===== config.mk =====
export PLATFORM = sky130hd
export DESIGN_NAME = tcss_queue
export DESIGN_NICKNAME = d
export VERILOG_FILES = /design/src/rtl/tcss_pkg.sv /design/src/rtl/tcss_queue.sv
export VERILOG_INCLUDE_DIRS = /design/src /design/src/rtl
export SDC_FILE = /design/constraint.sdc
export NUM_CORES = 1
export LEC_CHECK = 0
export ABC_AREA = 1
export BUFFER_PORTS_ARGS = -buffer_cell sky130_fd_sc_hd__buf_2
export CAP_MARGIN = 10
export CORE_MARGIN = 8
export CORE_UTILIZATION = 38
export DETAILED_ROUTE_END_ITERATION = 7
export PLACE_DENSITY = 0.58
export SETUP_SLACK_MARGIN = 0.05
export SLEW_MARGIN = 20
export SYNTH_ARGS = -nofsm -noshare
export SYNTH_HDL_FRONTEND = slang
export SYNTH_SLANG_ARGS = --single-unit

===== constraint.sdc =====
create_clock -name clock -period 26.6 [get_ports clock]
set_clock_uncertainty 0.05 [all_clocks]
set_input_delay 2.66 -clock clock [delete_from_list [all_inputs] [get_ports clock]]
set_output_delay 2.66 -clock clock [all_outputs]
set_load 0.02 [all_outputs]

===== src/rtl/triangle_color_span_shader_core_macros.svh =====
// assertion macros shared by the span shader rtl
`ifndef TRIANGLE_COLOR_SPAN_SHADER_CORE_MACROS_SVH
`define TRIANGLE_COLOR_SPAN_SHADER_CORE_MACROS_SVH
`ifndef SYNTHESIS
`define TCSS_ASSERT_IMPLIES(label, clk, rst, ante, cons, msg) \
   label: assert property (@(posedge clk) disable iff (rst) (ante) |-> (cons)) \
      else $error(msg);
`define TCSS_ASSERT_NEXT(label, clk, rst, ante, cons, msg) \
   label: assert property (@(posedge clk) disable iff (rst) (ante) |=> (cons)) \
      else $error(msg);
`else
`define TCSS_ASSERT_IMPLIES(label, clk, rst, ante, cons, msg)
`define TCSS_ASSERT_NEXT(label, clk, rst, ante, cons, msg)
`endif
`endif


===== src/rtl/tcss_pkg.sv =====
// types and constants of the triangle color span shader
package tcss_pkg;

   localparam int CHANNELS    = 4;
   localparam int CHAN_W      = 32;
   localparam int COLOR_W     = 16;
   localparam int DIFF_W      = 17;
   localparam int GAIN_W      = 32;
   localparam int UV_W        = 41;
   localparam int UV_FRAC     = 17;
   localparam int XY_W        = 12;
   localparam int COUNT_W     = 7;
   localparam int ARGB_W      = 32;
   localparam int BYTE_W      = 8;
   localparam int CSR_INDEX_W = 3;
   localparam int CSR_DATA_W  = 64;
   localparam int PAIR_W      = 4;
   localparam int COLOR_SHIFT = 8;
   localparam int STEP_SHIFT  = 7;
   localparam int PIX_SHIFT   = 24;
   localparam int PIX_W       = CHAN_W + 9;

   localparam logic [PAIR_W-1:0] PAIR_U           = 4'd0;
   localparam logic [PAIR_W-1:0] PAIR_V           = 4'd1;
   localparam logic [PAIR_W-1:0] PAIR_FIRST_COLOR = 4'd2;
   localparam logic [PAIR_W-1:0] PAIR_LAST        = 4'd9;

   typedef logic signed [CHAN_W-1:0] chan_type;

   localparam chan_type CHAN_MAX = {1'b0, {(CHAN_W-1){1'b1}}};
   localparam chan_type CHAN_MIN = {1'b1, {(CHAN_W-1){1'b0}}};

   typedef enum logic [CSR_INDEX_W-1:0] {
      CSR_U_GAINS    = 3'd0,
      CSR_V_GAINS    = 3'd1,
      CSR_OFFSETS    = 3'd2,
      CSR_COLOR_BASE = 3'd3,
      CSR_COLOR_U    = 3'd4,
      CSR_COLOR_V    = 3'd5
   } csr_index_type;

   typedef enum logic [2:0] {
      ST_IDLE,
      ST_MUL,
      ST_ACC,
      ST_WB,
      ST_PUSH
   } setup_state_type;

   typedef logic [0:CHANNELS-1][COLOR_W-1:0] color_set_type;
   typedef logic [0:CHANNELS-1][CHAN_W-1:0]  chan_set_type;

   typedef struct packed {
      chan_set_type        color;
      chan_set_type        step;
      logic [COUNT_W-1:0]  count;
   } span_entry_type;

endpackage


===== src/rtl/tcss_queue.sv =====
// short queue of set-up spans between setup and pixel stages
`include "triangle_color_span_shader_core_macros.svh"
module tcss_queue
   import tcss_pkg::*;
#(
   parameter int DEPTH = 2
) (
   input  logic           clock,
   input  logic           reset,
   input  logic           push_valid,
   input  span_entry_type push_entry,
   output logic           full,
   output logic           pop_valid,
   output span_entry_type pop_entry,
   input  logic           pop
);

   localparam int PTR_W = (DEPTH > 1) ? $clog2(DEPTH) : 1;
   localparam int CNT_W = $clog2(DEPTH + 1);

   span_entry_type     entry_ff [DEPTH];
   logic [PTR_W-1:0]   wr_ptr_ff, rd_ptr_ff;
   logic [CNT_W-1:0]   count_ff;
   logic               push;

   assign full      = count_ff == CNT_W'(DEPTH);
   assign pop_valid = count_ff != '0;
   assign push      = push_valid && !full;
   assign pop_entry = entry_ff[rd_ptr_ff];

   always_ff @(posedge clock) begin
      if (reset) begin
         wr_ptr_ff <= '0;
         rd_ptr_ff <= '0;
         count_ff  <= '0;
      end else begin
         if (push) begin
            wr_ptr_ff <= (wr_ptr_ff == PTR_W'(DEPTH - 1)) ? '0 : wr_ptr_ff + PTR_W'(1);
         end
         if (pop) begin
            rd_ptr_ff <= (rd_ptr_ff == PTR_W'(DEPTH - 1)) ? '0 : rd_ptr_ff + PTR_W'(1);
         end
         if (push && !pop) begin
            count_ff <= count_ff + CNT_W'(1);
         end else if (pop && !push) begin
            count_ff <= count_ff - CNT_W'(1);
         end
      end
   end

   always_ff @(posedge clock) begin
      if (push) begin
         entry_ff[wr_ptr_ff] <= push_entry;
      end
   end

   `TCSS_ASSERT_IMPLIES(a_no_pop_when_empty, clock, reset, pop, count_ff != '0, "span taken from an empty queue")
   `TCSS_ASSERT_IMPLIES(a_fill_in_range, clock, reset, 1'b1, count_ff <= CNT_W'(DEPTH), "queue fill beyond its depth")

endmodule


---- Word-level counts from Yosys, hierarchy flattened ----
Memories as Yosys holds them, arrays and structs flattened. A register that Yosys moved wholly into a read port is not among the register bits.
Cells that the tools add are included.
word-level totals
  flip-flop bits (word level) ............. 4
  RAM bits ................................ 526
  input port bits ......................... 267
  word-level logic and storage cells ...... 25
  memories kept ........................... 1
operators by class
  add/sub/neg operators ................... 4
  equal/unequal tests ..................... 1
  muxes and demuxes ....................... 8
  reduce and logical (&&, ||, !) cells .... 8
memory list
  name      words  width  read ports  clocked after memory_dff  wr ports  line              text
  entry_ff  2      263    1           1                         1         tcss_queue.sv:21  span_entry_type entry_ff [DEPTH];
operators with widths
  kind                   count
  $mux W1                6
  $mux W2                2
  $reduce_bool A2 Y1     2
  $logic_and A1 B1 Y1    3
  $logic_not A1 Y1       3
  $add A1 B1 Y1 const B  2
  $add A2 B1 Y2 const B  1
  $eq A2 B2 Y1 const B   1
  $sub A2 B1 Y2 const B  1

---- Depth between registers and ports, before layout ----
  depth in word-level cells ............... 7
  depth in mapped cells ................... 10

---- Worst setup path before layout ----
Ideal clock, no wire load.
  path type ............................... input to register
  start ................................... input push_valid
  end ..................................... memory entry_ff[0][0] (netlist name), enable pin
  setup time .............................. 0.893 ns
  data arrival time ....................... 13.706 ns
  setup slack ............................. 11.951 ns
  stages .................................. 2
  path buffers ............................ 0
  cells stage by stage .................... o21ai_0 > nor2_1
between the ends
  cells in the longest elaborated chain, start to end .. 3
ends and longest elaborated chain
  item                           line              text
  start, declared                tcss_queue.sv:10  input logic push_valid,
  $logic_and A1 B1 Y1            tcss_queue.sv:28  assign push = push_valid && !full;
  $mux W1                        tcss_queue.sv:52  if (push) begin
  $mux W1 (implied by the code)  tcss_queue.sv:53  entry_ff[wr_ptr_ff] <= push_entry;
  end, declared                  tcss_queue.sv:21
No other way between the ends.

==> results.txt <==
outcome = completed
r2r endpoint = entry_ff[0][225]
Root Buffer = clkbuf_16
final hold viol count = 0
post-place instance area = 0.0229 mm^2
beginning of the worst hold path = rd_ptr_ff
# IOs = 532
initial antenna violation count = 14
wire length of the first global-routing pass = 68700 um
critical path class = reg2out
CTS tree = done
post-DP HPWL = 33400 um
Die Area = 0.0588 mm^2
Startpoint Class = flip-flop
worst vdd ir = 0.0514 mV
register area share after synthesis = 81.6%
pwr/cell area = 82.7 mW/mm^2
Total Wirelength = 46900 um
drt first pass iters = 5
setup TNS = 0 ns
# nets final = 1690
cts hold-fix bufs = 0
Gate Count Post-Synth = 853
Placer Congestion = 0.792
fin crit share = 25.4%
Clk Latency, worst-skew pair = 0.58 ns
# resized after CTS = 0
Final Setup Violations = 0
Buffers on Ports = 531
Layout Area Growth over Synthesis = 26.3%
htree depth = 2
Chip Height = 242 um
Reg area = 0.0159 mm^2
post-route ant nets = 0
Distinct cells, synth = 16
max cap viols = 0
CTS Buffer Depth = 3
post-synthesis register bit count = 531
max_slew headroom = 30.5%
syn nets = 1121
Reg2Reg Depth = 6
RSZ-0062 raised after global routing = no
reg-to-reg slack, setup = 22.80 ns
routed vias = 10022
Yosys Warn Count = 0
Rows = 83
crit-path cells = buf_4 -> buf_4 -> mux2_2 -> buf_2
fin crit period = 6.76 ns
Slew Limit Fails = 0
CTS buffer count = 54
CP arrival = 4.05 ns
Peak Freq = 148 MHz
Post-CTS Setup Bufs = 0
layout cells sized above 1 = 60.3%
worst-path maximum fanout = 74
Hold Path Class = reg2reg
hold endpoint = rd_ptr_ff
Top cell by count, worst path = buf_4
Final Instance Area = 0.0246 mm^2
global route overflow = 0
Worst path max stage delay = 0.98 ns
GRT Overall Usage = 15.3%
DRT iter0 DRCs = 611
area occupied by multi-input gates = 0.00334 mm^2
routed length per instance = 21.8 um
hold depth = 2
DRC viols = 0
CP Capture Type = output port
Worst R2R Start = count_ff[1]
Worst Tran Pin Value = 1.04 ns
CTS clk-pin slew, worst paths = 0.06 ns
core box area = 0.0510 mm^2
Initial Utilization = 38.2%
Avg Inst Size Synth = 22.8 um^2
CP required = 23.89 ns
Fillers = 4335
pin count of the biggest net entering global routing = 79
Post-Syn Area = 0.0195 mm^2
# clock sinks = 531
vias in the first global route = 10841
slowest CP cell = dfxtp_4
Die Wd = 242 um
DR vias/cell = 4.66
leak pwr = 9.27 nW
## logic make-up (layout without fill, tap and decap cells)
group	Yosys count	count (layout)	synth area share, %
AOI/OAI and AO/OA	4	4	0.103
xor gates and xnor gates	1	1	0.0450
adders and majority gates	1	1	0.0642
buffers and inverters	38	650	1.32
DFF	531	531	81.6
muxes	263	263	16.6
other	0	7	0
and+or+nand+nor	15	15	0.308
## critical path: cells and delay by family, from the launching register on
kind | cells | cell delay [ns]
DFF | 1 | 0.98
muxes | 1 | 0.43
buffers and inverters | 3 | 1.95
## Yosys cell counts
cell type  number  area (um^2)
mux2_2        193         2170
xnor2_1         1         8.76
nand4_1         1         6.26
mux2_4         70         1050
nand2_1         5         18.8
ha_1            1         12.5
inv_1           9         33.8
a21oi_1         1         5.00
buf_4          11         82.6
buf_6           8         90.1
o21ai_0         3         15.0
nor2_1          8         30.0
dfxtp_1         5          100
nand3_1         1         5.00
buf_2          10         50.1
edfxtp_1      526        15800
## registers in the layout, indices dropped and copies added, names as in the netlist, named ones only
| name | cells |
|---|---|
| wr_ptr_ff | 1 |
| count_ff | 2 |
| entry_ff | 526 |
| rd_ptr_ff | 1 |
## power breakdown
| part | switching (mW) | internal, mW | total (mW) |
|---|---|---|---|
| registers | 0.0198 | 1.00 | 1.02 |
| clock network | 0.299 | 0.427 | 0.726 |
| logic | 0.177 | 0.110 | 0.287 |
| total | 0.496 | 1.54 | 2.03 |
## per-layer routing
metal	track usage (%)	part of all wire (%)	wire [um]	up-vias
met3	5.96	9.1	4250	71
met4	4.45	1.8	860	16
met5	0	0.22	102	-
met2	25.9	49	23000	404
li1	-	-	-	4546
met1	17.9	40	18700	4985
## stage by stage
stage          hold slack [ns]  power, mW  util (%)  std cells  setup slack [ns]
2_1_floorplan            0.426       1.25         -        853             11.95
3_3_place_gp             0.447       1.33      44.8       2046             20.33
3_5_place_dp             0.476       1.33      44.8       2046             20.30
4_1_cts                  0.489       2.06      48.2       2145             19.65
5_1_grt                  0.519       2.11      48.2       2148             19.53
6_report                 0.478       2.03      48.3       2152             19.84
## cell usage in the layout (no fill, tap or decap), types with 8 or more instances in the layout
cell       count
inv_1          9
edfxtp_1     526
clkbuf_16     57
mux2_2       193
clkbuf_1      16
buf_2        531
clkinv_2       8
mux2_4        70
buf_4         10
## worst max-delay path by stage
stage | startpoint | endpoint | slack (ns) | cells after the start
after floorplan | push_valid | entry_ff[0][0] | 11.95 | 2
after global placement | flip-flop | pop_entry[156] | 20.33 | 4
after detailed placement | flip-flop | pop_entry[156] | 20.30 | 4
after CTS | flip-flop | pop_entry[156] | 19.65 | 4
after global routing | flip-flop | pop_entry[156] | 19.53 | 4
final | flip-flop | pop_entry[156] | 19.84 | 4
## area by class of cell
class                      instances  area share [%]
timing repair buffer             542            11.2
antenna                            7          0.0712
clock inverter                    20           0.625
tap                              680            3.46
sequential                       531            64.6
clock buffer                      79            6.38
inverter                           9           0.137
multi-input combinational        284            13.6
Power figures use the tool's default switching activity.
