===== src/rtl/triangle_color_span_shader_core_macros.svh =====
// assertion macros shared by the span shader rtl
`ifndef TRIANGLE_COLOR_SPAN_SHADER_CORE_MACROS_SVH
`define TRIANGLE_COLOR_SPAN_SHADER_CORE_MACROS_SVH
`ifndef SYNTHESIS
`define TCSS_ASSERT_IMPLIES(label, clk, rst, ante, cons, msg) \
   label: assert property (@(posedge clk) disable iff (rst) (ante) |-> (cons)) \
      else $error(msg);
`define TCSS_ASSERT_NEXT(label, clk, rst, ante, cons, msg) \
   label: assert property (@(posedge clk) disable iff (rst) (ante) |=> (cons)) \
      else $error(msg);
`else
`define TCSS_ASSERT_IMPLIES(label, clk, rst, ante, cons, msg)
`define TCSS_ASSERT_NEXT(label, clk, rst, ante, cons, msg)
`endif
`endif


===== src/rtl/tcss_pkg.sv =====
// types and constants of the triangle color span shader
package tcss_pkg;

   localparam int CHANNELS    = 4;
   localparam int CHAN_W      = 32;
   localparam int COLOR_W     = 16;
   localparam int DIFF_W      = 17;
   localparam int GAIN_W      = 32;
   localparam int UV_W        = 41;
   localparam int UV_FRAC     = 17;
   localparam int XY_W        = 12;
   localparam int COUNT_W     = 7;
   localparam int ARGB_W      = 32;
   localparam int BYTE_W      = 8;
   localparam int CSR_INDEX_W = 3;
   localparam int CSR_DATA_W  = 64;
   localparam int PAIR_W      = 4;
   localparam int COLOR_SHIFT = 8;
   localparam int STEP_SHIFT  = 7;
   localparam int PIX_SHIFT   = 24;
   localparam int PIX_W       = CHAN_W + 9;

   localparam logic [PAIR_W-1:0] PAIR_U           = 4'd0;
   localparam logic [PAIR_W-1:0] PAIR_V           = 4'd1;
   localparam logic [PAIR_W-1:0] PAIR_FIRST_COLOR = 4'd2;
   localparam logic [PAIR_W-1:0] PAIR_LAST        = 4'd9;

   typedef logic signed [CHAN_W-1:0] chan_type;

   localparam chan_type CHAN_MAX = {1'b0, {(CHAN_W-1){1'b1}}};
   localparam chan_type CHAN_MIN = {1'b1, {(CHAN_W-1){1'b0}}};

   typedef enum logic [CSR_INDEX_W-1:0] {
      CSR_U_GAINS    = 3'd0,
      CSR_V_GAINS    = 3'd1,
      CSR_OFFSETS    = 3'd2,
      CSR_COLOR_BASE = 3'd3,
      CSR_COLOR_U    = 3'd4,
      CSR_COLOR_V    = 3'd5
   } csr_index_type;

   typedef enum logic [2:0] {
      ST_IDLE,
      ST_MUL,
      ST_ACC,
      ST_WB,
      ST_PUSH
   } setup_state_type;

   typedef logic [0:CHANNELS-1][COLOR_W-1:0] color_set_type;
   typedef logic [0:CHANNELS-1][CHAN_W-1:0]  chan_set_type;

   typedef struct packed {
      chan_set_type        color;
      chan_set_type        step;
      logic [COUNT_W-1:0]  count;
   } span_entry_type;

endpackage


===== src/rtl/tcss_pixel.sv =====
// per-pixel stepping, alpha rounding, premultiply and output register
`include "triangle_color_span_shader_core_macros.svh"
module tcss_pixel
   import tcss_pkg::*;
#(
   parameter int MAX_SPAN = 64
) (
   input  logic              clock,
   input  logic              reset,
   input  logic              q_valid,
   input  span_entry_type    q_entry,
   output logic              q_pop,
   output logic              rsp_valid,
   input  logic              rsp_stall,
   output logic [ARGB_W-1:0] rsp_pixel_argb,
   output logic              rsp_last_pixel
);

   localparam int CNT_W = $clog2(MAX_SPAN + 1);
   localparam logic signed [PIX_W-1:0] PIX_HALF = PIX_W'(1) << (PIX_SHIFT - 1);

   function automatic logic [BYTE_W-1:0] clamp_byte(input logic signed [PIX_W-1:0] v);
      logic big;
      big = |v[PIX_W-2:BYTE_W];
      if (v[PIX_W-1]) begin
         return '0;
      end else if (big) begin
         return '1;
      end else begin
         return v[BYTE_W-1:0];
      end
   endfunction

   chan_set_type      color_ff, step_ff, color_next;
   logic [CNT_W-1:0]  left_ff;
   logic              s1_valid_ff, s1_last_ff;
   logic [BYTE_W-1:0] s1_alpha_ff;
   logic [0:CHANNELS-2][CHAN_W-1:0] s1_rgb_ff;
   logic              rsp_valid_ff, rsp_last_ff;
   logic [ARGB_W-1:0] rsp_argb_ff;

   logic adv, load, emit;
   logic signed [PIX_W-1:0] ca_ext, alpha_sum, alpha_q;
   logic [BYTE_W-1:0]       alpha_byte;
   logic [0:CHANNELS-2][BYTE_W-1:0] rgb_byte;
   logic signed [PIX_W-1:0] alpha_s;
   logic signed [CHAN_W:0]  step_sum [CHANNELS];
   logic signed [PIX_W-1:0] pm_prod [CHANNELS-1];

   assign adv   = !rsp_valid_ff || !rsp_stall;
   assign load  = (left_ff == '0) && q_valid;
   assign emit  = (left_ff != '0) && adv;
   assign q_pop = load;

   always_comb begin
      for (int i = 0; i < CHANNELS; i++) begin
         step_sum[i] = (CHAN_W + 1)'($signed(color_ff[i])) +
                       (CHAN_W + 1)'($signed(step_ff[i]));
         if (step_sum[i][CHAN_W] != step_sum[i][CHAN_W-1]) begin
            color_next[i] = step_sum[i][CHAN_W] ? CHAN_MIN : CHAN_MAX;
         end else begin
            color_next[i] = step_sum[i][CHAN_W-1:0];
         end
      end
   end

   // alpha times 255 as a shift and subtract
   assign ca_ext     = PIX_W'($signed(color_ff[0]));
   assign alpha_sum  = (ca_ext <<< BYTE_W) - ca_ext + PIX_HALF;
   assign alpha_q    = alpha_sum >>> PIX_SHIFT;
   assign alpha_byte = clamp_byte(alpha_q);

   assign alpha_s = PIX_W'($signed({1'b0, s1_alpha_ff}));

   always_comb begin
      for (int i = 0; i < CHANNELS - 1; i++) begin
         pm_prod[i]  = alpha_s * PIX_W'($signed(s1_rgb_ff[i])) + PIX_HALF;
         rgb_byte[i] = clamp_byte(pm_prod[i] >>> PIX_SHIFT);
      end
   end

   always_ff @(posedge clock) begin
      if (reset) begin
         left_ff      <= '0;
         s1_valid_ff  <= 1'b0;
         rsp_valid_ff <= 1'b0;
      end else begin
         if (load) begin
            left_ff <= CNT_W'(q_entry.count);
         end else if (emit) begin
            left_ff <= left_ff - CNT_W'(1);
         end
         if (adv) begin
            s1_valid_ff  <= emit;
            rsp_valid_ff <= s1_valid_ff;
         end
      end
   end

   always_ff @(posedge clock) begin
      if (load) begin
         color_ff <= q_entry.color;
         step_ff  <= q_entry.step;
      end else if (emit) begin
         color_ff <= color_next;
      end
      if (adv) begin
         s1_alpha_ff <= alpha_byte;
         s1_last_ff  <= left_ff == CNT_W'(1);
         for (int i = 0; i < CHANNELS - 1; i++) begin
            s1_rgb_ff[i] <= color_ff[i+1];
         end
         rsp_argb_ff <= {s1_alpha_ff, rgb_byte[0], rgb_byte[1], rgb_byte[2]};
         rsp_last_ff <= s1_last_ff;
      end
   end

   assign rsp_valid      = rsp_valid_ff;
   assign rsp_pixel_argb = rsp_argb_ff;
   assign rsp_last_pixel = rsp_last_ff;

   `TCSS_ASSERT_IMPLIES(a_mid_span_pending, clock, reset, s1_valid_ff && !s1_last_ff, left_ff != '0, "non-final pixel in flight with nothing left to emit")
   `TCSS_ASSERT_NEXT(a_last_marked, clock, reset, emit && (left_ff == CNT_W'(1)), s1_valid_ff && s1_last_ff, "final pixel of a span not marked last")

endmodule

===== config.mk =====
export PLATFORM = sky130hd
export DESIGN_NAME = tcss_pixel
export DESIGN_NICKNAME = d
export VERILOG_FILES = /design/src/rtl/tcss_pkg.sv /design/src/rtl/tcss_pixel.sv
export VERILOG_INCLUDE_DIRS = /design/src /design/src/rtl
export SDC_FILE = /design/constraint.sdc
export NUM_CORES = 2
export LEC_CHECK = 0
export BUFFER_PORTS_ARGS = -buffer_cell sky130_fd_sc_hd__buf_2
export CORE_MARGIN = 4
export CORE_UTILIZATION = 65
export DETAILED_ROUTE_END_ITERATION = 16
export PLACE_DENSITY = 0.85
export SYNTH_ARGS = -nofsm -noshare
export SYNTH_HDL_FRONTEND = slang
export SYNTH_SLANG_ARGS = --single-unit

===== constraint.sdc =====
create_clock -name clock -period 14 [get_ports clock]
set_input_delay 2.1 -clock clock [delete_from_list [all_inputs] [get_ports clock]]
set_output_delay 2.1 -clock clock [all_outputs]
set_load 0.05 [all_outputs]

# == Yosys cells after proc, flatten, opt, wreduce, memory -nomap -nowiden ==
# Cells that the tools add are included.
# totals
ff_bits,403
latch_bits,0
ramBits,0
romBits,0
output_inout_bits,35
elab_cells,67
memories,0
# op_classes
addsub,10
multipliers,3
div_mod_pow,0
n_lt_le_gt_ge,0
eq_ne,5
shifts,0
n_mux,16
bitwise,0
n_reduce_logical,12
# ops
cell,count
two-way mux 128 bit,2
two-way mux 32 bit,8
adder 41 x 25 -> 41 bit (second input constant),4
adder 32 x 32 -> 33 bit,4
multiplier 9 x 32 -> 41 bit,3
subtractor 40 x 32 -> 41 bit,1
OR reduction 9 bit,4
two-way mux 8 bit,4
two-way mux 7 bit,2
equality test 7 x 1 -> 1 bit (second input constant),1
logical NOT 7 bit,1
nonzero test 7 bit,1
subtractor 7 x 1 -> 7 bit (second input constant),1
inequality test 1 bit,4
logical AND 1 bit,2
logical NOT 1 bit,2
nonzero test 2 bit,1
logical OR 1 bit,1

# == Logic depth before layout (Yosys ltp) ==
# depth
ltp_word,5
depth_mapped,23
depth_no_buf,21

# == Least setup slack after synthesis ==
# No wires, ideal clock.
# synth_timing
path_kind,input port to output port
from,input q_valid
to,output q_pop
arrival_ps,6724
path_slack_ps,5176
stages,5
path_buffers,3
path_cell_list,nand2_1 -> inv_1 -> buf_2 -> clkbuf_1 -> clkbuf_1
# synth_via
elab_chain_cells,1
# synth_lines
element,line_no,source
start: declaration,tcss_pixel.sv:10,"input logic q_valid,"
logical AND 1 bit,tcss_pixel.sv:51,assign load = (left_ff == '0) && q_valid;
end: declaration,tcss_pixel.sv:12,"output logic q_pop,"
# No other way between the ends.

# == Worst setup path after layout ==
# layout_timing
from,register s1_alpha_ff[0]
to,"register rsp_argb_ff[8] (netlist: rsp_pixel_argb[8]), data pin"
# layout_via
elab_chain_cells,4
# layout_lines
element,line_no,source
start: declaration,tcss_pixel.sv:37,logic [BYTE_W-1:0] s1_alpha_ff;
start signal: assignment,tcss_pixel.sv:108,s1_alpha_ff <= alpha_byte;
multiplier 9 x 32 -> 41 bit (*),tcss_pixel.sv:77,pm_prod[i] = alpha_s * PIX_W'($signed(s1_rgb_ff[i])) + PIX_HALF;
adder 41 x 25 -> 41 bit (*),tcss_pixel.sv:77,
OR reduction 9 bit,tcss_pixel.sv:24,big = |v[PIX_W-2:BYTE_W];
two-way mux 8 bit,tcss_pixel.sv:27,end else if (big) begin
end signal: assignment,tcss_pixel.sv:113,"rsp_argb_ff <= {s1_alpha_ff, rgb_byte[0], rgb_byte[1], rgb_byte[2]};"
end: declaration,tcss_pixel.sv:40,logic [ARGB_W-1:0] rsp_argb_ff;
# Mark *: on every way between the ends. The rest lies on a longest branch, timed or not.
# A chain may end at the register's enable or synchronous reset.

==> run metrics <==
status=complete, no violations; Rows=98; Placeable Area=a little over 70,000 um^2; slowest stage delay, CP=0.87 ns; vias in the first global route=37,233; Final Hold Vio Count=0; post-synthesis register bit count=403; FFs w/ async S/R, synth=0; crit path cell chain=buf_4 -> nand2_1 -> fa_1 -> inv_1 -> fa_1 -> fa_1 -> fa_1 -> ha_1 -> ha_1 -> a21oi_1 -> nor2_1 -> a2111oi_0 -> nor4bb_1 -> nor3_1 -> o32a_1 -> mux2i_1 -> nor2_1 -> nand4_1 -> o21a_1; Reg2Reg Launch Point=s1_alpha_ff[0]; Final Max Tran Viols=0; final instance area=51,200 um^2; WL per Instance=20.3 um; Reg clk slew, reported paths=roughly 0.06 ns; crit-path leading delay family=adder cells; Die X=about 280 um; Worst R2R Setup Slack=6.19 ns; drt drc=0; Crit. Startpoint=s1_alpha_ff[0]; total clock sinks=403; number of H-tree levels=2; Synth Net Count=a little under 6,000; GRT Total Usage=0.309; Die Height=278 um; gr ovfl total=0; initial antenna violation count=17; drt total wl=approximately 120 mm; Synth cell types=87; Final min period=7.81 ns; kind of critical path=register to register; slowest CP cell=a2111oi_0; Longest Clk Path Bufs=3; CTS Buf Count=45; RSZ-0062 raised after global routing=false; most frequent cells in the layout=599 x fa_1, 537 x inv_1, 527 x ha_1, 490 x nand2_1, 451 x and2_1; Crit path arrival time=roughly 8 ns; relative slew slack=0.131; CP Launch Type=register; Seq/Total Area, Yosys=0.254; detailed placer's ending HPWL=just over 90 mm; synth warn=0; CP most frequent cell=fa_1; Main synth FF type=edfxtp_1; vias=35,400; Worst R2R End=rsp_pixel_argb[8]; GP Congestion=0.945; Syn Area/Cell=10.3 um^2; Crit path depth=19; First-pass DRT Iterations=6; Worst Skew=0.0291 ns; slew of the pin with the lowest slew margin=1.30 ns; critical path peak fanout=72; first-pass GRT wire length=around 190 mm; postcts setup bufs=0; CP endpoint kind=register; period utilization=0.558; port buffer count=about 300; most common cell after layout, fill and taps aside=fa_1; area added between synthesis and finish=8.45%; # fillers=roughly 5,000; post-DR vias/cell=roughly 6.1; num ports=302; max_cap viols=0; share of layout cells above drive strength 1=0.0896; Initial Utilization=0.659; Hold/Removal Path Class=register to register; crit path buf inv count=2; Mapped Cells=~4,600; die area=77,100 um^2; CP endpoint=rsp_pixel_argb[8]; CP required=14.32 ns; final hold slack=0.423 ns; TritonCTS clock tree=done; Root Driver=clkbuf_16; placed standard-cell area=49,600 um^2; Post-synth EDFFs=just under 400; mapped cell area=around 47,000 um^2; Nets=~6,200; pin count of the biggest net entering global routing=73; CTS Hold Bufs=0; worst-skew pair later-pin latency=0.59 ns; antenna violation net count after detailed routing=0; r2r worst-path depth=19; Setup TNS=0 ns; 1st-iter DRT viols=3,005; Final Setup Violations=0; fmax=128 MHz; number of gates resized after cts=0
-- cells in the mapped netlist, types with 52 or more instances --
cell | instances | area [um^2]
ha_1 | 527 | 6590
a31oi_1 | 52 | 325
xnor2_1 | 92 | 806
clkbuf_1 | 125 | 469
o21ai_0 | 104 | 521
o211ai_1 | 69 | 518
and2_1 | 451 | 2820
o21a_1 | 101 | 758
a21o_1 | 100 | 751
a21oi_1 | 209 | 1050
inv_1 | 538 | 2020
nor2_1 | 167 | 627
nand2_1 | 493 | 1850
edfxtp_1 | 394 | 11800
fa_1 | 599 | 12000
xor2_1 | 56 | 490
-- registers in the layout, indices dropped and copies added (netlist names) --
register and count:
rsp_valid 1, rsp_pixel_argb 32, ca_ext 32, step_ff 128, color_ff 96, s1_last_ff 1
s1_rgb_ff 96, left_ff 7, s1_valid_ff 1, s1_alpha_ff 8, rsp_last_pixel 1
-- worst min path at each step --
stage	startpoint	cells past startpoint	slack, ns	to
floorplan	s1_last_ff	0	0.40	rsp_last_pixel
global placement	s1_last_ff	0	0.43	rsp_last_pixel
detailed placement	s1_last_ff	0	0.42	rsp_last_pixel
CTS	s1_last_ff	0	0.42	rsp_last_pixel
global route	s1_last_ff	0	0.44	rsp_last_pixel
finish	s1_last_ff	0	0.42	rsp_last_pixel
-- worst reg2reg max path: stages, from the launching register on --
cell and delay (ns):
edfxtp_1 0.85, buf_4 0.79, nand2_1 0.25, fa_1 0.59, inv_1 0.06, fa_1 0.48
fa_1 0.56, fa_1 0.44, ha_1 0.30, ha_1 0.30, a21oi_1 0.14, nor2_1 0.06
a2111oi_0 0.87, nor4bb_1 0.44, nor3_1 0.16, o32a_1 0.38, mux2i_1 0.14, nor2_1 0.09
nand4_1 0.33, o21a_1 0.31
-- logic make-up after synthesis --
group | share of synthesized area
xor+xnor | 0.0278
buf+inv | 0.0543
compound gates | 0.120
simple gates | 0.146
flops | 0.254
mux | 0.00281
fa+ha+maj | 0.395
-- final cells by class --
type	instances	area, um^2	share of cell area
multi-input cells	3494	32700	0.638
flip-flops and latches	403	12000	0.234
inverters	538	2020	0.0395
repair buffers	325	1690	0.0329
well taps	950	1190	0.0232
clock buffers	49	1140	0.0223
clock inverters	34	462	0.00901
diodes	12	30.0	0.000586
-- layer usage --
layer,share of wire,wire (um),global-route usage,up-vias
li1,-,-,-,16062
met1,0.40,47100,0.422,17425
met2,0.47,55300,0.502,1635
met3,0.099,11600,0.0675,266
met4,0.032,3800,0.0945,12
met5,0.00065,77,0,-
-- through the flow --
stage / instances / utilization / setup WS, ns
after floorplan: 4575 / - / 5.18
after global placement: 5710 / 0.692 / 6.68
after detailed placement: 5710 / 0.692 / 6.39
after CTS: 5793 / 0.714 / 6.33
after global routing: 5801 / 0.714 / 5.89
final: 5805 / 0.714 / 6.19
Power is not shown: default switching activity piles up to over one toggle a cycle in this logic, so the estimate is an artifact.
