==> config.mk <==
export PLATFORM = sky130hd
export DESIGN_NAME = tcss_setup
export DESIGN_NICKNAME = d
export VERILOG_FILES = /design/src/rtl/tcss_pkg.sv /design/src/rtl/tcss_setup.sv
export VERILOG_INCLUDE_DIRS = /design/src /design/src/rtl
export SDC_FILE = /design/constraint.sdc
export NUM_CORES = 2
export LEC_CHECK = 0
export BUFFER_PORTS_ARGS = -buffer_cell sky130_fd_sc_hd__buf_2
export CAP_MARGIN = 10
export CELL_PAD_IN_SITES_DETAIL_PLACEMENT = 1
export CELL_PAD_IN_SITES_GLOBAL_PLACEMENT = 1
export CORE_UTILIZATION = 50
export CTS_BUF_LIST = sky130_fd_sc_hd__clkbuf_2 sky130_fd_sc_hd__clkbuf_4 sky130_fd_sc_hd__clkbuf_8
export CTS_CLUSTER_DIAMETER = 40
export DETAILED_ROUTE_END_ITERATION = 8
export GPL_TIMING_DRIVEN = 0
export PLACE_DENSITY_LB_ADDON = 0.1
export REMOVE_ABC_BUFFERS = 1
export SLEW_MARGIN = 20
export SYNTH_ARGS = -nofsm -noshare
export SYNTH_HDL_FRONTEND = slang
export SYNTH_SLANG_ARGS = --single-unit
==> constraint.sdc <==
create_clock -name clock -period 29.4 [get_ports clock]
set_input_delay 4.41 -clock clock [delete_from_list [all_inputs] [get_ports clock]]
set_output_delay 4.41 -clock clock [all_outputs]
set_load 0.005 [all_outputs]
==> src/rtl/triangle_color_span_shader_core_macros.svh <==
// assertion macros shared by the span shader rtl
`ifndef TRIANGLE_COLOR_SPAN_SHADER_CORE_MACROS_SVH
`define TRIANGLE_COLOR_SPAN_SHADER_CORE_MACROS_SVH
`ifndef SYNTHESIS
`define TCSS_ASSERT_IMPLIES(label, clk, rst, ante, cons, msg) \
   label: assert property (@(posedge clk) disable iff (rst) (ante) |-> (cons)) \
      else $error(msg);
`define TCSS_ASSERT_NEXT(label, clk, rst, ante, cons, msg) \
   label: assert property (@(posedge clk) disable iff (rst) (ante) |=> (cons)) \
      else $error(msg);
`else
`define TCSS_ASSERT_IMPLIES(label, clk, rst, ante, cons, msg)
`define TCSS_ASSERT_NEXT(label, clk, rst, ante, cons, msg)
`endif
`endif

==> src/rtl/tcss_pkg.sv <==
// types and constants of the triangle color span shader
package tcss_pkg;

   localparam int CHANNELS    = 4;
   localparam int CHAN_W      = 32;
   localparam int COLOR_W     = 16;
   localparam int DIFF_W      = 17;
   localparam int GAIN_W      = 32;
   localparam int UV_W        = 41;
   localparam int UV_FRAC     = 17;
   localparam int XY_W        = 12;
   localparam int COUNT_W     = 7;
   localparam int ARGB_W      = 32;
   localparam int BYTE_W      = 8;
   localparam int CSR_INDEX_W = 3;
   localparam int CSR_DATA_W  = 64;
   localparam int PAIR_W      = 4;
   localparam int COLOR_SHIFT = 8;
   localparam int STEP_SHIFT  = 7;
   localparam int PIX_SHIFT   = 24;
   localparam int PIX_W       = CHAN_W + 9;

   localparam logic [PAIR_W-1:0] PAIR_U           = 4'd0;
   localparam logic [PAIR_W-1:0] PAIR_V           = 4'd1;
   localparam logic [PAIR_W-1:0] PAIR_FIRST_COLOR = 4'd2;
   localparam logic [PAIR_W-1:0] PAIR_LAST        = 4'd9;

   typedef logic signed [CHAN_W-1:0] chan_type;

   localparam chan_type CHAN_MAX = {1'b0, {(CHAN_W-1){1'b1}}};
   localparam chan_type CHAN_MIN = {1'b1, {(CHAN_W-1){1'b0}}};

   typedef enum logic [CSR_INDEX_W-1:0] {
      CSR_U_GAINS    = 3'd0,
      CSR_V_GAINS    = 3'd1,
      CSR_OFFSETS    = 3'd2,
      CSR_COLOR_BASE = 3'd3,
      CSR_COLOR_U    = 3'd4,
      CSR_COLOR_V    = 3'd5
   } csr_index_type;

   typedef enum logic [2:0] {
      ST_IDLE,
      ST_MUL,
      ST_ACC,
      ST_WB,
      ST_PUSH
   } setup_state_type;

   typedef logic [0:CHANNELS-1][COLOR_W-1:0] color_set_type;
   typedef logic [0:CHANNELS-1][CHAN_W-1:0]  chan_set_type;

   typedef struct packed {
      chan_set_type        color;
      chan_set_type        step;
      logic [COUNT_W-1:0]  count;
   } span_entry_type;

endpackage

==> src/rtl/tcss_setup.sv <==
// span setup: config registers and start color / step sequencer on one multiplier
`include "triangle_color_span_shader_core_macros.svh"
module tcss_setup
   import tcss_pkg::*;
#(
   parameter int MAX_SPAN   = 64,
   parameter int COORD_BITS = 12
) (
   input  logic                   clock,
   input  logic                   reset,
   input  logic                   req_valid,
   output logic                   req_stall,
   input  logic [XY_W-1:0]        req_start_x,
   input  logic [XY_W-1:0]        req_row_y,
   input  logic [COUNT_W-1:0]     req_pixel_count,
   input  logic                   csr_write,
   input  logic [CSR_INDEX_W-1:0] csr_index,
   input  logic [CSR_DATA_W-1:0]  csr_data,
   output logic                   push_valid,
   output span_entry_type         push_entry,
   input  logic                   queue_full
);

   localparam int PX_W   = COORD_BITS + 1;
   localparam int XW     = (COORD_BITS > XY_W) ? COORD_BITS : XY_W;
   localparam int MB_W   = (PX_W + 1 > DIFF_W) ? PX_W + 1 : DIFF_W;
   localparam int PROD_W = UV_W + MB_W;
   localparam int ACC_W  = PROD_W + 3;

   localparam logic signed [ACC_W-1:0] COLOR_HALF = ACC_W'(1) << (COLOR_SHIFT - 1);
   localparam logic signed [ACC_W-1:0] STEP_HALF  = ACC_W'(1) << (STEP_SHIFT - 1);
   localparam logic signed [UV_W-1:0]  UV_MAX     = {1'b0, {(UV_W-1){1'b1}}};
   localparam logic signed [UV_W-1:0]  UV_MIN     = {1'b1, {(UV_W-1){1'b0}}};

   function automatic chan_type sat_chan(input logic signed [ACC_W-1:0] v);
      logic ovf;
      ovf = v[ACC_W-1:CHAN_W-1] != {(ACC_W-CHAN_W+1){v[ACC_W-1]}};
      if (!ovf) begin
         return v[CHAN_W-1:0];
      end else if (v[ACC_W-1]) begin
         return CHAN_MIN;
      end else begin
         return CHAN_MAX;
      end
   endfunction

   logic [CSR_DATA_W-1:0] u_gains_ff, v_gains_ff, offsets_ff;
   color_set_type         base_ff, toward_u_ff, toward_v_ff;

   setup_state_type state_ff, state_in;
   logic [PAIR_W-1:0]  pair_ff;
   logic               half_ff;
   logic [PX_W-1:0]    px_ff, py_ff;
   logic [COUNT_W-1:0] count_ff;
   logic signed [PROD_W-1:0] prod_ff;
   logic signed [ACC_W-1:0]  acc_ff;
   logic signed [UV_W-1:0]   u17_ff, v17_ff;
   chan_set_type       color_ff, step_ff;

   logic load, mul_en, acc_en, wb_en;

   logic [XW-1:0]         x_wide, y_wide;
   logic [COUNT_W-1:0]    count_clamped;
   logic signed [GAIN_W-1:0] ua, ub, va, vb, uc, vc;
   logic [PAIR_W-1:0]     pair_off;
   logic [1:0]            ch;
   logic                  is_step;
   logic signed [COLOR_W-1:0] c0_cur, c1_cur, c2_cur;
   logic signed [DIFF_W-1:0]  d1_cur, d2_cur;
   logic signed [UV_W-1:0]    a_sel;
   logic signed [MB_W-1:0]    b_sel;
   logic signed [ACC_W-1:0]   init_val;
   logic signed [ACC_W-1:0]   col_rnd, stp_rnd, col_q, stp_q;
   logic                      uv_ovf;
   logic signed [UV_W-1:0]    uv_sat;

   assign ua = u_gains_ff[GAIN_W-1:0];
   assign ub = u_gains_ff[CSR_DATA_W-1:GAIN_W];
   assign va = v_gains_ff[GAIN_W-1:0];
   assign vb = v_gains_ff[CSR_DATA_W-1:GAIN_W];
   assign uc = offsets_ff[GAIN_W-1:0];
   assign vc = offsets_ff[CSR_DATA_W-1:GAIN_W];

   assign x_wide = XW'(req_start_x);
   assign y_wide = XW'(req_row_y);
   assign count_clamped = (req_pixel_count > COUNT_W'(MAX_SPAN)) ? COUNT_W'(MAX_SPAN)
                                                                   : req_pixel_count;

   assign pair_off = pair_ff - PAIR_FIRST_COLOR;
   assign ch       = pair_off[2:1];
   assign is_step  = pair_ff[0];
   assign c0_cur   = base_ff[ch];
   assign c1_cur   = toward_u_ff[ch];
   assign c2_cur   = toward_v_ff[ch];
   assign d1_cur   = DIFF_W'(c1_cur) - DIFF_W'(c0_cur);
   assign d2_cur   = DIFF_W'(c2_cur) - DIFF_W'(c0_cur);

   // operand and accumulator seed for each product pair
   always_comb begin
      priority if (pair_ff == PAIR_U) begin
         a_sel    = half_ff ? UV_W'(ub) : UV_W'(ua);
         b_sel    = half_ff ? MB_W'(py_ff) : MB_W'(px_ff);
         init_val = ACC_W'(uc) <<< 1;
      end else if (pair_ff == PAIR_V) begin
         a_sel    = half_ff ? UV_W'(vb) : UV_W'(va);
         b_sel    = half_ff ? MB_W'(py_ff) : MB_W'(px_ff);
         init_val = ACC_W'(vc) <<< 1;
      end else if (is_step) begin
         a_sel    = half_ff ? UV_W'(va) : UV_W'(ua);
         b_sel    = half_ff ? MB_W'(d2_cur) : MB_W'(d1_cur);
         init_val = '0;
      end else begin
         a_sel    = half_ff ? v17_ff : u17_ff;
         b_sel    = half_ff ? MB_W'(d2_cur) : MB_W'(d1_cur);
         init_val = ACC_W'(c0_cur) <<< UV_FRAC;
      end
   end

   assign uv_ovf = acc_ff[ACC_W-1:UV_W-1] != {(ACC_W-UV_W+1){acc_ff[ACC_W-1]}};
   assign uv_sat = !uv_ovf ? acc_ff[UV_W-1:0] : (acc_ff[ACC_W-1] ? UV_MIN : UV_MAX);
   assign col_rnd = acc_ff + COLOR_HALF;
   assign stp_rnd = acc_ff + STEP_HALF;
   assign col_q   = col_rnd >>> COLOR_SHIFT;
   assign stp_q   = stp_rnd >>> STEP_SHIFT;

   always_comb begin
      state_in = state_ff;
      unique case (state_ff)
         ST_IDLE: if (req_valid) state_in = ST_MUL;
         ST_MUL:  state_in = ST_ACC;
         ST_ACC:  state_in = half_ff ? ST_WB : ST_MUL;
         ST_WB:   state_in = (pair_ff == PAIR_LAST) ? ST_PUSH : ST_MUL;
         ST_PUSH: if (!queue_full) state_in = ST_IDLE;
         default: state_in = ST_IDLE;
      endcase
   end

   always_comb begin
      req_stall  = 1'b1;
      load       = 1'b0;
      mul_en     = 1'b0;
      acc_en     = 1'b0;
      wb_en      = 1'b0;
      push_valid = 1'b0;
      unique case (state_ff)
         ST_IDLE: begin
            req_stall = 1'b0;
            load      = req_valid;
         end
         ST_MUL:  mul_en = 1'b1;
         ST_ACC:  acc_en = 1'b1;
         ST_WB:   wb_en = 1'b1;
         ST_PUSH: push_valid = 1'b1;
         default: req_stall = 1'b1;
      endcase
   end

   always_ff @(posedge clock) begin
      if (reset) begin
         state_ff    <= ST_IDLE;
         u_gains_ff  <= '0;
         v_gains_ff  <= '0;
         offsets_ff  <= '0;
         base_ff     <= '0;
         toward_u_ff <= '0;
         toward_v_ff <= '0;
      end else begin
         state_ff <= state_in;
         if (csr_write) begin
            unique case (csr_index)
               CSR_U_GAINS:    u_gains_ff  <= csr_data;
               CSR_V_GAINS:    v_gains_ff  <= csr_data;
               CSR_OFFSETS:    offsets_ff  <= csr_data;
               CSR_COLOR_BASE: base_ff     <= csr_data;
               CSR_COLOR_U:    toward_u_ff <= csr_data;
               CSR_COLOR_V:    toward_v_ff <= csr_data;
               default:        u_gains_ff  <= u_gains_ff;
            endcase
         end
      end
   end

   always_ff @(posedge clock) begin
      if (load) begin
         px_ff    <= {x_wide[COORD_BITS-1:0], 1'b1};
         py_ff    <= {y_wide[COORD_BITS-1:0], 1'b1};
         count_ff <= count_clamped;
         pair_ff  <= PAIR_U;
         half_ff  <= 1'b0;
      end
      if (mul_en) begin
         prod_ff <= a_sel * b_sel;
      end
      if (acc_en) begin
         acc_ff  <= (half_ff ? acc_ff : init_val) + ACC_W'(prod_ff);
         half_ff <= ~half_ff;
      end
      if (wb_en) begin
         if (pair_ff != PAIR_LAST) begin
            pair_ff <= pair_ff + PAIR_W'(1);
         end
         priority if (pair_ff == PAIR_U) begin
            u17_ff <= uv_sat;
         end else if (pair_ff == PAIR_V) begin
            v17_ff <= uv_sat;
         end else if (is_step) begin
            step_ff[ch] <= sat_chan(stp_q);
         end else begin
            color_ff[ch] <= sat_chan(col_q);
         end
      end
   end

   assign push_entry.color = color_ff;
   assign push_entry.step  = step_ff;
   assign push_entry.count = count_ff;

   `TCSS_ASSERT_IMPLIES(a_push_after_all_pairs, clock, reset, state_ff == ST_PUSH, pair_ff == PAIR_LAST, "span pushed before all product pairs were written back")

endmodule

; After elaboration in Yosys (flattened, before gate mapping)
; Index checks and enable logic that the tools add are counted.
[word_totals]
n_memories = 0
latchBits = 0
ramBits = 0
output_inout_bits = 265
register_bits = 880
rom_bits = 0
[classes]
add_sub_neg = 7
n_div = 0
n_mux = 58
shift = 0
bitwise = 5
eq_ne = 17
order_cmp = 3
multipliers = 1
n_reduce_logical = 16
[op_table]
columns = op, count
row1 = 2-to-1 mux 32 bit, 13
row2 = 2-to-1 mux 41 bit, 9
row3 = bitwise mux 128 bit, 2
row4 = 2-to-1 mux 61 bit, 4
row5 = binary-select mux 16 bit (select 2 bit), 3
row6 = 2-to-1 mux 16 bit, 6
row7 = demux 32 bit (select 2 bit), 1
row8 = adder 61 x 58 -> 61 bit, 1
row9 = adder 61 x 8 -> 61 bit (second input constant), 1
row10 = adder 61 x 9 -> 61 bit (second input constant), 1
row11 = multiplier 41 x 17 -> 58 bit, 1
row12 = 2-to-1 mux 17 bit, 3
row13 = subtractor 16 x 16 -> 17 bit, 2
row14 = inequality test 22 bit, 1
row15 = inequality test 21 bit, 1
row16 = inequality test 20 bit, 1
row17 = AND reduction 2 bit, 8
row18 = one-hot mux 3 bit (5 select lines), 1
row19 = 2-to-1 mux 13 bit, 1
row20 = == test 3 x 2 -> 1 bit (second input constant), 4
row21 = 2-to-1 mux 4 bit, 3
row22 = == test 3 bit (second input constant), 3
row23 = 2-to-1 mux 3 bit, 3
row24 = 2-to-1 mux 1 bit, 8
row25 = 19 further kinds, 26

; Logic depth before layout (Yosys ltp)
[depth]
depth_word = 10
mapped_depth = 46
depth_no_buf = 39

; Worst setup path after synthesis
; No wires, ideal clock.
[synth_path]
path_type = register to register
from = register pair_ff[1]
to = register prod_ff[47], data pin
path_buffers = 8
setup_time_ps = 262
t_arrival_ps = 11823
slack_ps = 17316
synth_period_minus_slack_ps = 12084
stages_incl_launch_ff = 43
path_cell_list = dfxtp_1 clkbuf_1 buf_1 buf_1 inv_1 ha_1 clkbuf_1 clkbuf_1 mux4_2 mux2_2 ha_1 nor2b_1 o21ai_0 a21boi_1 o21ai_1 a211oi_1 o31a_1 o2111a_1 (+7 left out) fa_1 fa_1 fa_1 inv_1 fa_1 inv_1 ha_1 clkbuf_1 a21o_1 o21bai_1 a221o_1 a2111o_1 o21ai_1 o31ai_1 a21o_1 a311oi_1 o21ai_1 xor2_1
[synth_via]
elab_chain_len = 10
elab_cells_between_ends = 21
[synth_rtl]
columns = item, line_no
row1 = "start, declared", tcss_setup.sv:51  ; logic [PAIR_W-1:0] pair_ff;
row2 = "start signal, assigned", tcss_setup.sv:200  ; pair_ff <= pair_ff + PAIR_W'(1);
row3 = subtractor 3 x 2 -> 3 bit, tcss_setup.sv:89  ; assign pair_off = pair_ff - PAIR_FIRST_COLOR;
row4 = NOT 2 -> 3 bit (implied by the code), "tcss_setup.sv:92, tcss_setup.sv:93, tcss_setup.sv:94"
row5 = binary-select mux 16 bit (select 2 bit) (on tied branches), "tcss_setup.sv:93, tcss_setup.sv:92, tcss_setup.sv:94"
row6 = 2-to-1 mux 16 bit (on tied branches) (2 in a row), "tcss_setup.sv:93, tcss_setup.sv:92, tcss_setup.sv:94"
row7 = subtractor 16 x 16 -> 17 bit (on tied branches), "tcss_setup.sv:95, tcss_setup.sv:96"
row8 = 2-to-1 mux 17 bit, "tcss_setup.sv:110, tcss_setup.sv:114"
row9 = 2-to-1 mux 17 bit, tcss_setup.sv:104  ; end else if (pair_ff == PAIR_V) begin
row10 = 2-to-1 mux 17 bit, tcss_setup.sv:100  ; priority if (pair_ff == PAIR_U) begin
row11 = multiplier 41 x 17 -> 58 bit (*), tcss_setup.sv:192  ; prod_ff <= a_sel * b_sel;
row12 = "end signal, assigned", tcss_setup.sv:192
row13 = "end, declared", tcss_setup.sv:55  ; logic signed [PROD_W-1:0] prod_ff;
; Mark *: on every way between the ends. The rest lies on a longest branch, timed or not. The select of a mux whose other input is x is not followed.
; A chain may end at the register's enable or synchronous reset.

; Final worst setup path
; Same ends and word-level chain as after synthesis.

==> impl_metrics.ini <==
[cells_and_area]
final_nets = 7937
drive_gt1_frac = 0.137
syn2layout_area_growth_pct = 13.8

[timing]
fin_setup_tns_ps = 0
tightest_slew_ps = 1170
final.min_clock_period_ps = 13610
slew_headroom = 0.218
post-route-period-util = 0.463
final_hold_viol_count = 0
final-setup-viol-count = 0
rsz0062_at_grt = no
drv_slew = 0
fmax_ghz = 0.0735
final.setup_skew_ps = 61.9

[clock_tree]
cts_setup_buffers = 0
hold_buffers = 0
cts_resized = 0
ctsHtreeMaxLevel = 4
clk_pin_slew_ps = 60
cts_tree = built
clockRootBuffer = clkbuf_8
clock-sinks = 880
insertion_delay_ps = 920
cts_buffers = 160
cts_buffer_depth = 3

[job]
max_cap_violations = 0

[detailed_routing]
dr_total_vias = 51500
drt-total-wl_um = 225000
top_layer = met5
final_antenna_net_count = 0
routed-wl-met3_um = 13000
wl_per_cell_um = 25.8
dr.pass1.iters = 7
route.met2.wl_um = 110000
vias_per_cell = 5.89
drtIter0Drc = 3901
drc = 0
m1WireLength_um = 92000

[synthesis]
syn_area_per_cell_sq_um = 9.53
ys_ff_latch = 880
synth_edf_count = 489
ys_warn_count = 0
synth_area_leaders = edfxtp_1 23%, fa_1 21%, dfxtp_1 12%, nand2_1 8.2%, inv_1 4.7%
synth.most_common_cell = nand2_1
syn_area_sq_mm = 0.0639
yosys.area.top_type = edfxtp_1
synth_top_area_share = 0.230
synthFlopType = edfxtp_1
yosys.cell_types.count = 87
ys_seq_area_frac = 0.352
async_flop_share = 0
syn_inst = 6708
synth_common_cells = 1396 x nand2_1, 796 x inv_1, 659 x fa_1

[critical_path]
cp.arrival_ps = 14210
path_class = reg -> reg
crit_required_ps = 30010
crit_slowest_cell = dfxtp_4
setup.worst_path.start_class = flop
worst_setup_path_end_kind = flop
cp_common_cell = fa_1
crit_fanout = 24
slowest_delay_ps = 700
ff2ff_setup_slack_ps = 15790

[place]
hpwl_um = 172000
io_buffers = 367
place.gp.congestion = 0.937

[floorplanning]
die_w_um = 360
die_h_um = 360
start_util = 0.506
die-area_sq_mm = 0.129
io_pins = 368
fp-row-count = 130
core_area_sq_mm = 0.126

[global_routing]
gr-total-overflow = 0
grt_max_degree = 118
antenna_found_initial = 5
grt_pass1_vias = 55900
grt_use_total = 0.349
grt_pass1_wl_um = 343000

[status]
status = completed

[hold_path]
min_path_type = reg -> reg
[stage by stage]
stage / worst slack, ps / instance area (sq um) / utilization / hold WS [ps] / instances
after CTS: 15660 / 72700 / 0.576 / 453 / 8740
after global routing: 15400 / 72700 / 0.576 / 469 / 8742
after global placement: 6560 / 66100 / 0.524 / 438 / 8319
final: 15790 / 72700 / 0.576 / 451 / 8742
after floorplan: 15160 / 62200 / - / 426 / 6302
after detailed placement: 15720 / 69200 / 0.548 / 445 / 8445
[state kept, by name, indices dropped and copies added, names as in the netlist, 12 cells and up]
| name | flops |
|---|---|
| v_gains_ff | 64 |
| push_entry | 256 |
| offsets_ff | 64 |
| toward_v_ff | 64 |
| prod_ff | 58 |
| v17_ff | 41 |
| u17_ff | 41 |
| px_ff | 12 |
| py_ff | 12 |
| base_ff | 64 |
| u_gains_ff | 64 |
| toward_u_ff | 64 |
| acc_ff | 61 |
[cells by family (layout without fill, tap and decap cells)]
logic type,after synthesis,after routing,share of synthesized area
adders and majority gates,877,877,0.249
xor gates and xnor gates,224,224,0.0308
other,0,2,0
DFF,880,880,0.352
AOI/OAI and AO/OA,1151,1151,0.108
muxes,178,178,0.0376
and+or+nand+nor,2194,2194,0.149
buffers and inverters,1204,1586,0.0729
[critical path, delay by kind of cell, from the launching register on]
family | cells | cell delay (ps)
xor+xnor | 2 | 490
flops | 1 | 700
simple gates | 2 | 1050
mux | 2 | 640
buf+inv | 5 | 790
compound gates | 16 | 4570
fa+ha+maj | 10 | 5010
[layout by cell type, fill, tap and decap left out, types with 18 or more instances in the layout]
cell | netlist | layout
and3_1 | 41 | 31
and2_1 | 25 | 23
nor4_1 | 21 | 21
o21a_1 | 66 | 66
o21bai_1 | 27 | 27
clkbuf_8 | 0 | 171
buf_16 | 0 | 44
buf_12 | 0 | 33
nand2b_1 | 27 | 27
a221o_1 | 21 | 21
buf_4 | 13 | 25
nand3_1 | 60 | 57
o22ai_1 | 38 | 36
clkinv_2 | 0 | 18
a21oi_4 | 0 | 20
dfxtp_1 | 391 | 390
xor2_1 | 83 | 83
a21o_1 | 93 | 93
nand2_1 | 1396 | 1391
inv_1 | 796 | 794
a31oi_1 | 25 | 19
o21ai_0 | 134 | 132
a211oi_1 | 21 | 20
a21oi_1 | 572 | 547
nor2_1 | 338 | 328
ha_1 | 218 | 217
clkbuf_4 | 0 | 58
mux2i_1 | 113 | 113
nor3_1 | 53 | 49
fa_1 | 659 | 659
nand4_1 | 59 | 59
o221ai_1 | 22 | 22
nor2b_1 | 87 | 87
mux4_2 | 48 | 48
buf_2 | 16 | 366
xnor2_1 | 140 | 138
edfxtp_1 | 489 | 489
[per-layer routing]
metal | GRT usage | vias up
met5 | 0 | -
met4 | 0.155 | 2
met3 | 0.0526 | 473
met2 | 0.589 | 1836
met1 | 0.444 | 26700
li1 | - | 22500
[worst paths after layout]
check / from / to / cells past startpoint
max: pair_ff[1] / prod_ff[47] / 37
min: toward_u_ff[54] / toward_u_ff[54] / 2
max reg2reg: pair_ff[1] / prod_ff[47] / 37
min reg2reg: toward_u_ff[54] / toward_u_ff[54] / 2
[area by class of cell]
class / instances / area [sq um]
diodes: 2 / 5.00
clock buffers: 229 / 2790
clock inverters: 66 / 671
fillers: 14100 / 53500
inverters: 798 / 3000
multi-input cells: 4624 / 37400
flip-flops and latches: 880 / 22500
well taps: 1650 / 2060
repair buffers: 493 / 4230
Power is not shown: default switching activity piles up to over one toggle a cycle in this logic, so the estimate is an artifact.
